File: src/rtl/c2e_pkg.sv
// ----------------------------------------------------------------------------
// c2e_pkg
// Shared types, constants and tables for the calendar to epoch converter.
// ----------------------------------------------------------------------------
package c2e_pkg;

   // Field widths of one request and one response beat.
   localparam int YearW   = 14;
   localparam int MonthW  = 4;
   localparam int DayW    = 5;
   localparam int HourW   = 5;
   localparam int MinuteW = 6;
   localparam int SecondW = 6;
   localparam int EpochW  = 39;

   // Internal widths: day count, scaled seconds, time of day and days before month.
   localparam int DaysW = 23;
   localparam int ProdW = 41;
   localparam int TodW  = 17;
   localparam int DbmW  = 9;

   // Year and month clamp limits.
   localparam logic [YearW-1:0] YearMin = 14'd1;
   localparam logic [YearW-1:0] YearMax = 14'd9999;
   localparam logic [MonthW-1:0] MonthMin = 4'd1;
   localparam logic [MonthW-1:0] MonthMax = 4'd12;

   // Four hundred year cycle, the offset from year one to the epoch and seconds per unit.
   localparam logic [YearW-1:0]      YearsPerCycle = 14'd400;
   localparam logic signed [DaysW-1:0] DaysPerCycle = 23'sd146097;
   localparam logic signed [ProdW-1:0] YearOneToEpoch = 41'sd62135596800;
   localparam logic signed [17:0]    SecsPerDay = 18'sd86400;
   localparam logic [11:0]           SecsPerHour = 12'd3600;
   localparam logic [5:0]            SecsPerMinute = 6'd60;

   // Commands from the controller to the datapath.
   typedef struct packed {
      logic load;
      logic reduce;
      logic days;
      logic scale;
      logic finish;
   } c2e_cmd_type;

   // Status from the datapath to the controller.
   typedef struct packed {
      logic cycle_left;
   } c2e_status_type;

   // Days that come before the first day of each month in a common year.
   function automatic logic [DbmW-1:0] days_before_month(input logic [MonthW-1:0] month);
      logic [DbmW-1:0] d;
      case (month)
         4'd1:    d = 9'd0;
         4'd2:    d = 9'd31;
         4'd3:    d = 9'd59;
         4'd4:    d = 9'd90;
         4'd5:    d = 9'd120;
         4'd6:    d = 9'd151;
         4'd7:    d = 9'd181;
         4'd8:    d = 9'd212;
         4'd9:    d = 9'd243;
         4'd10:   d = 9'd273;
         4'd11:   d = 9'd304;
         4'd12:   d = 9'd334;
         default: d = 9'd0;
      endcase
      return d;
   endfunction

endpackage

File: src/rtl/c2e_datapath.sv
// ----------------------------------------------------------------------------
// c2e_datapath
// Holds the request fields, strips whole 400-year cycles one per cycle,
// adds the remaining days, scales to seconds and builds the response.
// ----------------------------------------------------------------------------
module c2e_datapath (
   input  logic                             clock,
   input  c2e_pkg::c2e_cmd_type             cmd,
   output c2e_pkg::c2e_status_type          status,
   input  logic [c2e_pkg::YearW-1:0]        req_cal_year,
   input  logic [c2e_pkg::MonthW-1:0]       req_cal_month,
   input  logic [c2e_pkg::DayW-1:0]         req_cal_day,
   input  logic [c2e_pkg::HourW-1:0]        req_cal_hour,
   input  logic [c2e_pkg::MinuteW-1:0]      req_cal_minute,
   input  logic [c2e_pkg::SecondW-1:0]      req_cal_second,
   output logic signed [c2e_pkg::EpochW-1:0] rsp_epoch_seconds
);
   import c2e_pkg::*;

   logic [YearW-1:0]          rem_ff, rem_in;
   logic [MonthW-1:0]         month_ff, month_in;
   logic [DayW-1:0]           day_ff;
   logic [HourW-1:0]          hour_ff;
   logic [MinuteW-1:0]        minute_ff;
   logic [SecondW-1:0]        second_ff;
   logic signed [DaysW-1:0]   days_ff, days_in;
   logic signed [ProdW-1:0]   prod_ff;
   logic [TodW-1:0]           tod_ff;
   logic signed [EpochW-1:0]  epoch_ff;

   logic [YearW-1:0]          year_clamped;
   logic [8:0]                rem_short;
   logic [1:0]                rem_div100;
   logic                      leap;
   logic signed [DaysW-1:0]   days_rest;
   logic signed [ProdW-1:0]   prod_in;
   logic [TodW-1:0]           tod_in;
   logic signed [ProdW-1:0]   sum_in;

   // Year and month clamps at the request beat.
   always_comb begin
      year_clamped = req_cal_year;
      if (req_cal_year < YearMin) begin
         year_clamped = YearMin;
      end else if (req_cal_year > YearMax) begin
         year_clamped = YearMax;
      end
      month_in = req_cal_month;
      if (req_cal_month < MonthMin) begin
         month_in = MonthMin;
      end else if (req_cal_month > MonthMax) begin
         month_in = MonthMax;
      end
   end

   // A whole cycle remains while the years left reach four hundred.
   assign status.cycle_left = (rem_ff >= YearsPerCycle);

   // Years left within the cycle are below 400 once reduction ends.
   assign rem_short = rem_ff[8:0];

   always_comb begin
      if (rem_short >= 9'd300) begin
         rem_div100 = 2'd3;
      end else if (rem_short >= 9'd200) begin
         rem_div100 = 2'd2;
      end else if (rem_short >= 9'd100) begin
         rem_div100 = 2'd1;
      end else begin
         rem_div100 = 2'd0;
      end
   end

   // The year is a leap year when it is a multiple of four, except for
   // century years that are not a multiple of four hundred.
   assign leap = (rem_short[1:0] == 2'b11) && (rem_short != 9'd99)
                 && (rem_short != 9'd199) && (rem_short != 9'd299);

   // Days from the start of the cycle to the requested day.
   always_comb begin
      days_rest = $signed({14'd0, rem_short}) * 23'sd365
                + $signed({16'd0, rem_short[8:2]})
                - $signed({21'd0, rem_div100})
                + $signed({14'd0, days_before_month(month_ff)})
                + $signed({18'd0, day_ff})
                - 23'sd1;
      if (leap && (month_ff > 4'd2)) begin
         days_rest = days_rest + 23'sd1;
      end
   end

   always_comb begin
      rem_in  = rem_ff;
      days_in = days_ff;
      if (cmd.load) begin
         rem_in  = year_clamped - 14'd1;
         days_in = '0;
      end else if (cmd.reduce) begin
         rem_in  = rem_ff - YearsPerCycle;
         days_in = days_ff + DaysPerCycle;
      end else if (cmd.days) begin
         days_in = days_ff + days_rest;
      end
   end

   // Scale the day count and gather the time of day.
   assign prod_in = ProdW'(days_ff) * ProdW'(SecsPerDay);
   assign tod_in  = TodW'(hour_ff) * TodW'(SecsPerHour)
                  + TodW'(minute_ff) * TodW'(SecsPerMinute)
                  + TodW'(second_ff);
   assign sum_in  = prod_ff + $signed({24'd0, tod_ff}) - YearOneToEpoch;

   always_ff @(posedge clock) begin
      rem_ff  <= rem_in;
      days_ff <= days_in;
      if (cmd.load) begin
         month_ff  <= month_in;
         day_ff    <= req_cal_day;
         hour_ff   <= req_cal_hour;
         minute_ff <= req_cal_minute;
         second_ff <= req_cal_second;
      end
      if (cmd.scale) begin
         prod_ff <= prod_in;
         tod_ff  <= tod_in;
      end
      if (cmd.finish) begin
         epoch_ff <= sum_in[EpochW-1:0];
      end
   end

   assign rsp_epoch_seconds = epoch_ff;

endmodule

File: src/rtl/c2e_controller.sv
// ----------------------------------------------------------------------------
// c2e_controller
// Sequences one conversion and owns both handshakes.
// ----------------------------------------------------------------------------
module c2e_controller (
   input  logic                    clock,
   input  logic                    reset,
   input  logic                    req_valid,
   output logic                    req_stall,
   output logic                    rsp_valid,
   input  logic                    rsp_stall,
   output c2e_pkg::c2e_cmd_type    cmd,
   input  c2e_pkg::c2e_status_type status
);
   import c2e_pkg::*;

   typedef enum logic [2:0] {
      IDLE,
      REDUCE,
      DAYS,
      SCALE,
      FINISH
   } state_type;

   state_type state_ff, state_in;
   logic      req_stall_ff, req_stall_in;
   logic      rsp_valid_ff, rsp_valid_in;
   logic      accept;
   logic      out_free;

   assign accept   = req_valid && !req_stall_ff;
   assign out_free = !rsp_valid_ff || !rsp_stall;

   // Command decode from the current state.
   always_comb begin
      cmd        = '0;
      cmd.load   = (state_ff == IDLE) && accept;
      cmd.reduce = (state_ff == REDUCE) && status.cycle_left;
      cmd.days   = (state_ff == DAYS);
      cmd.scale  = (state_ff == SCALE);
      cmd.finish = (state_ff == FINISH) && out_free;
   end

   // Next state, stall and response valid.
   always_comb begin
      state_in     = state_ff;
      req_stall_in = req_stall_ff;
      rsp_valid_in = rsp_valid_ff;
      if (rsp_valid_ff && !rsp_stall) begin
         rsp_valid_in = 1'b0;
      end
      case (state_ff)
         IDLE: begin
            if (accept) begin
               state_in     = REDUCE;
               req_stall_in = 1'b1;
            end
         end
         REDUCE: begin
            if (!status.cycle_left) begin
               state_in = DAYS;
            end
         end
         DAYS:  state_in = SCALE;
         SCALE: state_in = FINISH;
         FINISH: begin
            if (out_free) begin
               state_in     = IDLE;
               req_stall_in = 1'b0;
               rsp_valid_in = 1'b1;
            end
         end
         default: state_in = IDLE;
      endcase
   end

   always_ff @(posedge clock) begin
      if (reset) begin
         state_ff     <= IDLE;
         req_stall_ff <= 1'b0;
         rsp_valid_ff <= 1'b0;
      end else begin
         state_ff     <= state_in;
         req_stall_ff <= req_stall_in;
         rsp_valid_ff <= rsp_valid_in;
      end
   end

   assign req_stall = req_stall_ff;
   assign rsp_valid = rsp_valid_ff;

endmodule

File: src/rtl/calendar_to_epoch_seconds.sv
// From the request beat, REDUCE strips each whole 400-year cycle in (year - 1), then
// DAYS, SCALE and FINISH run before response valid; a stalled earlier response adds its stall.
// A new request is taken only once the last one has reached FINISH and been handed on.
// A finished beat waits in the response register while the next
// request is taken. Reset (synchronous, active high) clears the controller; no beat is
// pending after it.
// ----------------------------------------------------------------------------
// calendar_to_epoch_seconds
// Converts a proleptic Gregorian date and time to signed epoch seconds.
// ----------------------------------------------------------------------------
module calendar_to_epoch_seconds (
   input  logic                              clock,
   input  logic                              reset,
   input  logic                              req_valid,
   output logic                              req_stall,
   input  logic [c2e_pkg::YearW-1:0]         req_cal_year,
   input  logic [c2e_pkg::MonthW-1:0]        req_cal_month,
   input  logic [c2e_pkg::DayW-1:0]          req_cal_day,
   input  logic [c2e_pkg::HourW-1:0]         req_cal_hour,
   input  logic [c2e_pkg::MinuteW-1:0]       req_cal_minute,
   input  logic [c2e_pkg::SecondW-1:0]       req_cal_second,
   output logic                              rsp_valid,
   input  logic                              rsp_stall,
   output logic signed [c2e_pkg::EpochW-1:0] rsp_epoch_seconds
);
   import c2e_pkg::*;

   c2e_cmd_type    cmd;
   c2e_status_type status;

   // Sequencer.
   c2e_controller u_controller (
      .clock     (clock),
      .reset     (reset),
      .req_valid (req_valid),
      .req_stall (req_stall),
      .rsp_valid (rsp_valid),
      .rsp_stall (rsp_stall),
      .cmd       (cmd),
      .status    (status)
   );

   // Arithmetic and response register.
   c2e_datapath u_datapath (
      .clock             (clock),
      .cmd               (cmd),
      .status            (status),
      .req_cal_year      (req_cal_year),
      .req_cal_month     (req_cal_month),
      .req_cal_day       (req_cal_day),
      .req_cal_hour      (req_cal_hour),
      .req_cal_minute    (req_cal_minute),
      .req_cal_second    (req_cal_second),
      .rsp_epoch_seconds (rsp_epoch_seconds)
   );

endmodule

File: config.mk
export PLATFORM = sky130hd
export DESIGN_NAME = calendar_to_epoch_seconds
export DESIGN_NICKNAME = d
export VERILOG_FILES = /design/src/rtl/c2e_pkg.sv /design/src/rtl/c2e_datapath.sv /design/src/rtl/c2e_controller.sv /design/src/rtl/calendar_to_epoch_seconds.sv
export SDC_FILE = /design/constraint.sdc
export NUM_CORES = 1
export LEC_CHECK = 0
export BUFFER_PORTS_ARGS = -buffer_cell sky130_fd_sc_hd__buf_2
export CELL_PAD_IN_SITES_DETAIL_PLACEMENT = 1
export CELL_PAD_IN_SITES_GLOBAL_PLACEMENT = 1
export CORE_UTILIZATION = 50
export DETAILED_ROUTE_END_ITERATION = 6
export HOLD_SLACK_MARGIN = 0.1
export PLACE_DENSITY_LB_ADDON = 0.1
export SLEW_MARGIN = 20
export SYNTH_ARGS = -nofsm -noshare
export SYNTH_HDL_FRONTEND = slang
export SYNTH_SLANG_ARGS = --single-unit
File: constraint.sdc
create_clock -name clock -period 8.81 [get_ports clock]
set_input_delay 0.4405 -clock clock [delete_from_list [all_inputs] [get_ports clock]]
set_output_delay 0.4405 -clock clock [all_outputs]
set_load 0.01 [all_outputs]
## Yosys cells after proc, flatten, opt, wreduce, memory -nomap -nowiden

Memories as Yosys holds them, arrays and structs flattened.
Cells that the tools add are included.
Widths: inputs -> output; s select.

- Register bits: 156
- ROM bits: 144
- Input port bits: 44
- Output and inout port bits: 41
- Logic and storage cells: 94
- Memories: 1

Memories:

| name | depth | bits a word | read ports | clocked after memory_dff | write ports | line | RTL |
|---|---|---|---|---|---|---|---|
| (name not given) | 16 | 9 | 1 | 0 | 0 | c2e_pkg.sv:53 | `case (month)` |

- Add/sub/neg operators: 14
- Multiply operators: 4
- $lt $le $gt $ge: 9
- Eq/ne operators: 11
- Muxes and demuxes: 21
- Reduce and logical (&&, ||, !) cells: 20

Operators with widths:

| operator | count |
|---|---|
| $mux 23 | 3 |
| $mux 14 | 4 |
| $add 39x18->39 | 1 |
| $sub 39x37->39 const B | 1 |
| $mul 23x11->32 const B | 1 |
| $add 23x10->23 | 1 |
| $add 23x19->23 const B | 1 |
| $add 23x2->23 const B | 1 |
| $add 23x23->23 | 1 |
| $add 23x6->23 | 1 |
| $add 23x8->23 | 1 |
| $sub 23x2->23 const B | 1 |
| $sub 23x3->23 | 1 |
| $mul 9x9->18 const B | 1 |
| $add 17x12->17 | 1 |
| $add 17x6->17 | 1 |
| $pmux 3 s5 | 1 |
| $ge 14x9->1 const B | 1 |
| $gt 14x14->1 const B | 1 |
| $lt 14x1->1 const B | 1 |
| $sub 14x1->14 const B | 1 |
| $sub 14x9->14 const B | 1 |
| $mul 5x8->13 const B | 1 |
| $mul 6x4->10 const B | 1 |
| other kinds (27) | 50 |

## Longest topological paths before layout

Gate-level depths: netlist of the first run.

- Word-level depth: 13
- Gate-level depth with buffers: 39
- Mapped depth without buffers: 39

## Cells and area by module

Synthesis of the first run repeated with hierarchy kept, for this count alone.

- Cells, all modules: 1882
- Area, all modules: 18261.3 µm²

By module, submodules not included:

| module | instances | cells each | area each (µm²) | seq. area each (µm²) |
|---|---|---|---|---|
| c2e_datapath | 1 | 1848 | 17966.0 | 4304.1 |
| c2e_controller | 1 | 34 | 295.3 | 100.1 |

## Worst setup path after synthesis of the first run

No wires, ideal clock.

- Path kind: reg-to-reg
- Start point: register u_datapath.rem_ff[8]
- End point: register u_datapath.days_ff[22]
- Library setup time: 0.069 ns
- Data arrival time: 8.083 ns
- Required time: 8.741 ns
- Path slack: 0.659 ns
- Cell stages (with the launch flop): 36
- Path buffers: 0
- Clock period less this slack: 8.151 ns
- Cells stage by stage: edfxtp_1 ha_1 inv_1 fa_1 inv_1 fa_1 inv_1 fa_1 inv_1 ha_1 o21a_1 o31a_1 o211a_1 o21a_1 nor2_1 xor2_1 ha_1 ha_1 ha_1 a211oi_1 o2111ai_1 nand2_1 xor2_2 nor3_1 nand3_1 nor2_1 and3_1 o21ai_0 ha_1 and4_1 a221oi_1 o21ai_1 a31oi_1 xnor2_1 or3_2 a21oi_2

- Longest elaborated chain between the ends: 13
- Elaborated cells on any way between the ends: 27
- Those cells by class: 7 x add/sub; 1 x mul; 4 x order compare; 3 x eq/ne; 6 x mux; 6 x reduce/logical

Ends and longest elaborated chain:

| item | line | RTL |
|---|---|---|
| start: declaration | c2e_datapath.sv:20 | `logic [YearW-1:0] rem_ff, rem_in;` |
| start signal: assignment | c2e_datapath.sv:114 | `rem_ff <= rem_in;` |
| branches (longest 13 deep; another with $add 23x8->23) | - |  |
| end signal: assignment | c2e_datapath.sv:115 | `days_ff <= days_in;` |
| end: declaration | c2e_datapath.sv:26 | `logic signed [DaysW-1:0] days_ff, days_in;` |

Parallel ways; which one is timed is not known. The select of a mux whose other input is x is not followed.
A chain may end at the register's enable or synchronous reset.

## Final worst setup path of the first run

- Start point: register u_datapath.rem_ff[6]
- End point: register u_datapath.days_ff[22]

Same word-level chain as after synthesis.

==> results of run 1 <==
[routing by layer]
metal / global-route usage [%] / part of all wire (%) / up-vias
met5: 0 / 0 / -
met4: 7.108 / 1.6 / 0
met3: 2.656 / 1.5 / 38
met2: 43.95 / 54 / 115
met1: 26.03 / 43 / 6358
li1: - / - / 6490
[metrics by stage]
| stage | util, % | setup WS [ns] | hold slack, ns | area, um2 |
|---|---|---|---|---|
| detailed placement | 53.98 | -0.04653 | 0.4075 | 18740 |
| finish | 56.25 | 0.3856 | 0.1478 | 19530 |
| CTS | 55.74 | 0.07542 | 0.1272 | 19350 |
| global route | 56.25 | -0.1044 | 0.1352 | 19530 |
| floorplan | - | 0.6585 | 0.4003 | 17700 |
| global placement | 53.98 | 0.2690 | 0.4027 | 18740 |
[sequential cells by signal, summed over array words and instances (netlist names)]
signal	count
u_controller.req_stall	1
u_datapath.days_ff	23
u_datapath.prod_ff	32
u_datapath.rem_ff	14
u_datapath.second_ff	6
u_datapath.month_ff	4
u_datapath.day_ff	5
u_datapath.hour_ff	5
u_controller.state_ff	3
u_controller.rsp_valid	1
u_datapath.minute_ff	6
u_datapath.tod_ff	17
u_datapath.rsp_epoch_seconds	39
[timing repair]
action                                  in CTS  in global routing
resized for setup                            3                 22
endpoints found under the setup margin       1                  5
pin swaps                                    0                  9
setup buffers                                0                 11
[cells in the mapped netlist (5+ instances only)]
cell type	instances	area, um2
sky130_fd_sc_hd__a21oi_2	5	43.79
sky130_fd_sc_hd__inv_1	352	1321
sky130_fd_sc_hd__a211oi_1	10	75.07
sky130_fd_sc_hd__edfxtp_1	128	3844
sky130_fd_sc_hd__fa_1	115	2302
sky130_fd_sc_hd__nor2b_1	17	106.4
sky130_fd_sc_hd__dfxtp_1	28	560.5
sky130_fd_sc_hd__o21ai_0	58	290.3
sky130_fd_sc_hd__nand4_1	13	81.33
sky130_fd_sc_hd__o21ai_1	5	25.02
sky130_fd_sc_hd__nand2_1	68	255.2
sky130_fd_sc_hd__or3_1	9	56.30
sky130_fd_sc_hd__o21a_1	7	52.55
sky130_fd_sc_hd__ha_1	317	3966
sky130_fd_sc_hd__or2_2	12	75.07
sky130_fd_sc_hd__nand2b_1	18	112.6
sky130_fd_sc_hd__nor2_1	130	488.0
sky130_fd_sc_hd__and2_1	11	68.82
sky130_fd_sc_hd__o22ai_1	6	37.54
sky130_fd_sc_hd__nor3b_1	8	60.06
sky130_fd_sc_hd__o21bai_1	22	165.2
sky130_fd_sc_hd__a21o_1	34	255.2
sky130_fd_sc_hd__nor3_1	26	130.1
sky130_fd_sc_hd__nor4_1	7	43.79
sky130_fd_sc_hd__xor2_1	45	394.1
sky130_fd_sc_hd__mux2i_1	9	90.09
sky130_fd_sc_hd__a21oi_1	131	655.6
sky130_fd_sc_hd__xnor2_1	106	928.4
sky130_fd_sc_hd__clkbuf_1	19	71.32
sky130_fd_sc_hd__and3_1	9	56.30
sky130_fd_sc_hd__a31oi_1	10	62.56
sky130_fd_sc_hd__nand3_1	30	150.1
[cells by family (layout without fill, tap and decap cells)]
logic type,count (synthesis),in the layout
AND/OR/NAND/NOR,380,380
XOR/XNOR,152,152
AO/OA/AOI/OAI,341,341
multiplexers,13,13
buffers and inverters,379,498
adder cells (fa/ha/maj),432,432
flip-flops,156,156
[area by class of cell]
cell class / instances / area share [%]
multi-input cells: 1318 / 61.38
repair buffers: 114 / 3.307
clock buffers: 17 / 2.179
clock inverters: 14 / 0.8779
flip-flops and latches: 156 / 22.56
well taps: 455 / 2.916
inverters: 353 / 6.786
[how the worst min path moves through the flow]
stage	to	cells past startpoint	slack, ns
3_5_place_dp	u_datapath.rsp_epoch_seconds[0]	0	0.41
2_1_floorplan	u_datapath.rsp_epoch_seconds[0]	0	0.40
6_report	u_datapath.day_ff[2]	1	0.15
4_1_cts	u_datapath.second_ff[0]	1	0.13
5_1_grt	u_datapath.second_ff[1]	1	0.14
3_3_place_gp	u_datapath.rsp_epoch_seconds[5]	0	0.40
[critical path: cells and delay by family (launching register included)]
family	cells	cell delay, ns
XOR/XNOR	2	0.23
flip-flops	1	0.44
adder cells (fa/ha/maj)	10	3.86
AND/OR/NAND/NOR	6	1.19
AO/OA/AOI/OAI	10	2.10
buffers and inverters	6	0.52
==> run metrics, run 1 <==
GRT Total Usage=22.85%; Via Count=13001; synthesized-area fraction occupied by ao, oa, aoi and oai cells=12.25%; Hold Vio Cnt, Final=0; critical-path maximum fanout=8; share of layout cells above drive strength 1=10.75%; minimum clock period=8.424 ns; startpoint of the tightest hold check path=req_cal_day[2]; Setup-failing EPs final=0; number of nets in the layout=2436; largest family of logic cells by synthesized area=adder cells; arrival time of the worst setup path=8.82 ns; row cnt=68; Req. time, crit path=9.21 ns; total number of yosys warnings=0; horizontal die dimension=190.1 um; Hold Buf Count CTS=0; height of the chip=190.1 um; antenna violations before repair=0; Iteration-0 DRC Markers=362; unrepaired setup endpoints after global routing=yes; number of design rule violations left after detail routing=0; TritonCTS clock tree=yes; Worst Setup Path Type=reg2reg; number of detailed-routing iterations run before antenna repair=4; Mapped Area=0.01770 mm2; synthesized instance count=1853; highest achievable clock rate=0.1187 GHz; Synth Area in Simple Gates=10.89%; routability congestion estimate from global placement=0.8516; FF+latch count, synth=156; cell with the biggest individual delay on the critical path=sky130_fd_sc_hd__fa_1; origin of the critical flop-to-flop path=u_datapath.rem_ff[6]; area delta synth->final=10.33%; wire length of the first global-routing pass=66090 um; initial standard-cell utilization of the core=50.98%; XOR/XNOR Fraction of Synth Area=7.565%; actual transition at the worst max-transition pin=1.084 ns; Worst setup startpoint=u_datapath.rem_ff[6]; Post-DRT Antenna Nets=0; status=complete, no violations; Max Cap Viol=0; Worst Setup Start Kind=flip-flop; multi-input combinational cell area=0.01198 mm2; number of flops mapped to enable cells by yosys=128; most common cell after layout, fill and taps aside=sky130_fd_sc_hd__inv_1; worst clock skew on the final layout=0.008262 ns; Routed wire per std cell=16.12 um; boundary pin count=85; termination of the worst setup path=u_datapath.days_ff[22]; Die Outline Area=0.03615 mm2; mux cell area share after synthesis=0.8272%; total half-perimeter wirelength after legalization and detailed placement=32090 um; Core Box Area=0.03471 mm2; grt total ovfl=0; share of the clock period used by the worst path after layout=95.62%; cell mode on critical path=sky130_fd_sc_hd__ha_1; Cells after DPL=2385; number of cells on the worst reg-to-reg path=34; post-synthesis share of cell area spent on full adders, half adders and majority gates=35.42%; endpoint of the most critical register-to-register path=u_datapath.days_ff[22]; clock root buffer master=sky130_fd_sc_hd__clkbuf_16; via count of the first global-routing pass=14102; fraction of registers with async set or reset after synthesis=0%; routed via count divided by cell count=5.357; flop2flop setup slack=0.39 ns; clock latency on the worst-skew pair=0.46 ns; number of sinks on the clock net=156; wire length reported by the detailed router=39130 um; CTS clk-pin slew, worst paths=0.06 ns; non-filler instance count after layout=2427; fill cell count=3945; Slowest Stage Delay on Critical Path=0.54 ns; number of buffers inserted by port buffering=84; number of pins with negative max-slew slack in the final report=0; Slew Limit Headroom=27.05%; footprint of the flip-flops and latches=0.004404 mm2; Cell variety after synth=85; H-tree depth reported by CTS=4; Mean Syn Cell Area=9.550 um2; Main synth FF type=sky130_fd_sc_hd__edfxtp_1; worst hold-check path type=in2reg; final-layout setup total negative slack=0 ns; Net Count, Synth=2329; Antenna Diode Count=0; maximum root-to-sink buffer count=2; fraction of the yosys area taken by sequential cells=24.89%; TritonCTS Buffers=17; CP Capture Type=flip-flop; commonest cells after routing, fill and taps aside=sky130_fd_sc_hd__inv_1 (352), sky130_fd_sc_hd__ha_1 (313), sky130_fd_sc_hd__nor2_1 (129), sky130_fd_sc_hd__edfxtp_1 (128), sky130_fd_sc_hd__a21oi_1 (123); maximum number of pins on one net before global-route repair=54
Power of run 1 is left out: the tool's default activity adds up to more than one toggle a clock period on the data nets, which glitch-free logic cannot reach.
==> inputs of run 2 (changes only) <==
--- a/config.mk
+++ b/config.mk
@@ -12,6 +12,7 @@
 export DETAILED_ROUTE_END_ITERATION = 6
 export HOLD_SLACK_MARGIN = 0.1
 export PLACE_DENSITY_LB_ADDON = 0.1
+export RECOVER_POWER = 100
 export SLEW_MARGIN = 20
 export SYNTH_ARGS = -nofsm -noshare
 export SYNTH_HDL_FRONTEND = slang
==> run metrics, run 2 (synthesis gave the netlist of run 1 again) <==
unrepaired setup endpoints after global routing=yes; Antenna Diode Count=0; worst hold-check path type=in2reg; placed inst area=0.01874 mm2; routed via count divided by cell count=5.363; TritonCTS Buffers=17; clock latency on the worst-skew pair=0.46 ns; CTS clk-pin slew, worst paths=0.06 ns; final-layout setup total negative slack=0 ns; CP Capture Type=flip-flop; Hold Buf Count CTS=0; highest achievable clock rate=0.1187 GHz; routability congestion estimate from global placement=0.8516; number of buffers inserted by port buffering=84; failing checks=capacitance limit, slew limit; via count of the first global-routing pass=14102; Iteration-0 DRC Markers=383; Slew Limit Headroom=-94.88%; worst clock skew on the final layout=0.008182 ns; row cnt=68; Worst Setup Start Kind=flip-flop; number of sinks on the clock net=156; share of the clock period used by the worst path after layout=95.63%; number of pins with negative max-slew slack in the final report=91; number of detailed-routing iterations run before antenna repair=5; horizontal die dimension=190.1 um; status=finished, violations left; Req. time, crit path=9.20 ns; Via Count=13017; most common cell after layout, fill and taps aside=sky130_fd_sc_hd__inv_1; Largest register FFs=39; Hold Vio Cnt, Final=0; Max Cap Viol=2; number of design rule violations left after detail routing=0; Slowest Stage Delay on Critical Path=0.54 ns; boundary pin count=85; arrival time of the worst setup path=8.82 ns; total half-perimeter wirelength after legalization and detailed placement=32090 um; actual transition at the worst max-transition pin=2.923 ns; Routed wire per std cell=16.14 um; share of layout cells above drive strength 1=8.266%; Post-DRT Antenna Nets=0; maximum root-to-sink buffer count=2; GRT Total Usage=22.85%; Final Hold Slack=0.1492 ns; grt total ovfl=0; critical-path maximum fanout=8; Setup-failing EPs final=0; wire length reported by the detailed router=39180 um; cell mode on critical path=sky130_fd_sc_hd__ha_1; cell with the biggest individual delay on the critical path=sky130_fd_sc_hd__fa_1; number of nets in the layout=2436; H-tree depth reported by CTS=4; TritonCTS clock tree=yes; minimum clock period=8.425 ns; area delta synth->final=9.863%; commonest cells after routing, fill and taps aside=sky130_fd_sc_hd__inv_1 (352), sky130_fd_sc_hd__ha_1 (313), sky130_fd_sc_hd__nor2_1 (129), sky130_fd_sc_hd__edfxtp_1 (128), sky130_fd_sc_hd__a21oi_1 (124); Die Outline Area=0.03615 mm2; wire length of the first global-routing pass=66090 um; Worst Setup Path Type=reg2reg; height of the chip=190.1 um; fin area=0.01944 mm2; maximum number of pins on one net before global-route repair=54; clock root buffer master=sky130_fd_sc_hd__clkbuf_16; Core Box Area=0.03471 mm2; initial standard-cell utilization of the core=50.98%; antenna violations before repair=0
-- run 2: cell count changes in the layout (fill, tap and decap cells not counted) --
cell | before | now
sky130_fd_sc_hd__a21oi_1 | 123 | 124
sky130_fd_sc_hd__clkbuf_1 | 0 | 47
sky130_fd_sc_hd__o41ai_2 | 1 | 0
sky130_fd_sc_hd__a21oi_4 | 2 | 1
sky130_fd_sc_hd__buf_4 | 30 | 28
sky130_fd_sc_hd__o41ai_1 | 0 | 1
sky130_fd_sc_hd__buf_2 | 84 | 39
-- run 2: layout make-up --
class | count | area, um2
repair buffers | 114 | 581.8
well taps | 455 | 569.3
clock inverters | 14 | 171.4
inverters | 353 | 1325
fillers | 3963 | 15270
flip-flops and latches | 156 | 4404
clock buffers | 17 | 425.4
multi-input cells | 1318 | 11970
-- run 2: metal layers --
metal | up-vias | track usage (%) | wire [um]
met5 | - | 0 | 0
met1 | 6384 | 26.03 | 17040
met2 | 110 | 43.95 | 20970
li1 | 6485 | - | -
met3 | 38 | 2.656 | 561
met4 | 0 | 7.108 | 607
-- run 2: what timing repair did --
action | 4_1_cts | 5_1_grt
gates cloned | 0 | 0
pin swaps | 0 | 9
endpoints found under the hold margin | 0 | 0
buffers inserted | 0 | 11
setup endpoints to repair | 1 | 5
resized for setup | 3 | 22
-- run 2: path summary, 6_finish.rpt --
check	start	end	slack (ns)	cells past startpoint
setup / recovery	u_datapath.rem_ff[6]	u_datapath.days_ff[22]	0.39	34
hold / removal	req_cal_day[2]	u_datapath.day_ff[2]	0.15	1
setup reg to reg	u_datapath.rem_ff[6]	u_datapath.days_ff[22]	0.39	34
hold reg to reg	u_datapath.second_ff[0]	u_datapath.tod_ff[0]	0.42	0
-- run 2: stage by stage --
| stage | util (%) | setup WS [ns] | cells |
|---|---|---|---|
| final | 56.01 | 0.3852 | 2427 |
| after global placement | 53.98 | 0.2690 | 2385 |
| after floorplan | - | 0.6585 | 1853 |
| after CTS | 55.74 | 0.07542 | 2416 |
| after global routing | 56.01 | -0.1044 | 2427 |
| after detailed placement | 53.98 | -0.04653 | 2385 |
-- run 2: worst max-delay path: cells and delay by family, from the launching register on --
kind	cells	cell delay [ns]
simple gates	6	1.19
compound gates	10	2.10
flops	1	0.44
buf+inv	6	0.52
fa+ha+maj	10	3.86
xor+xnor	2	0.23
Power of run 2 is left out for the same reason.
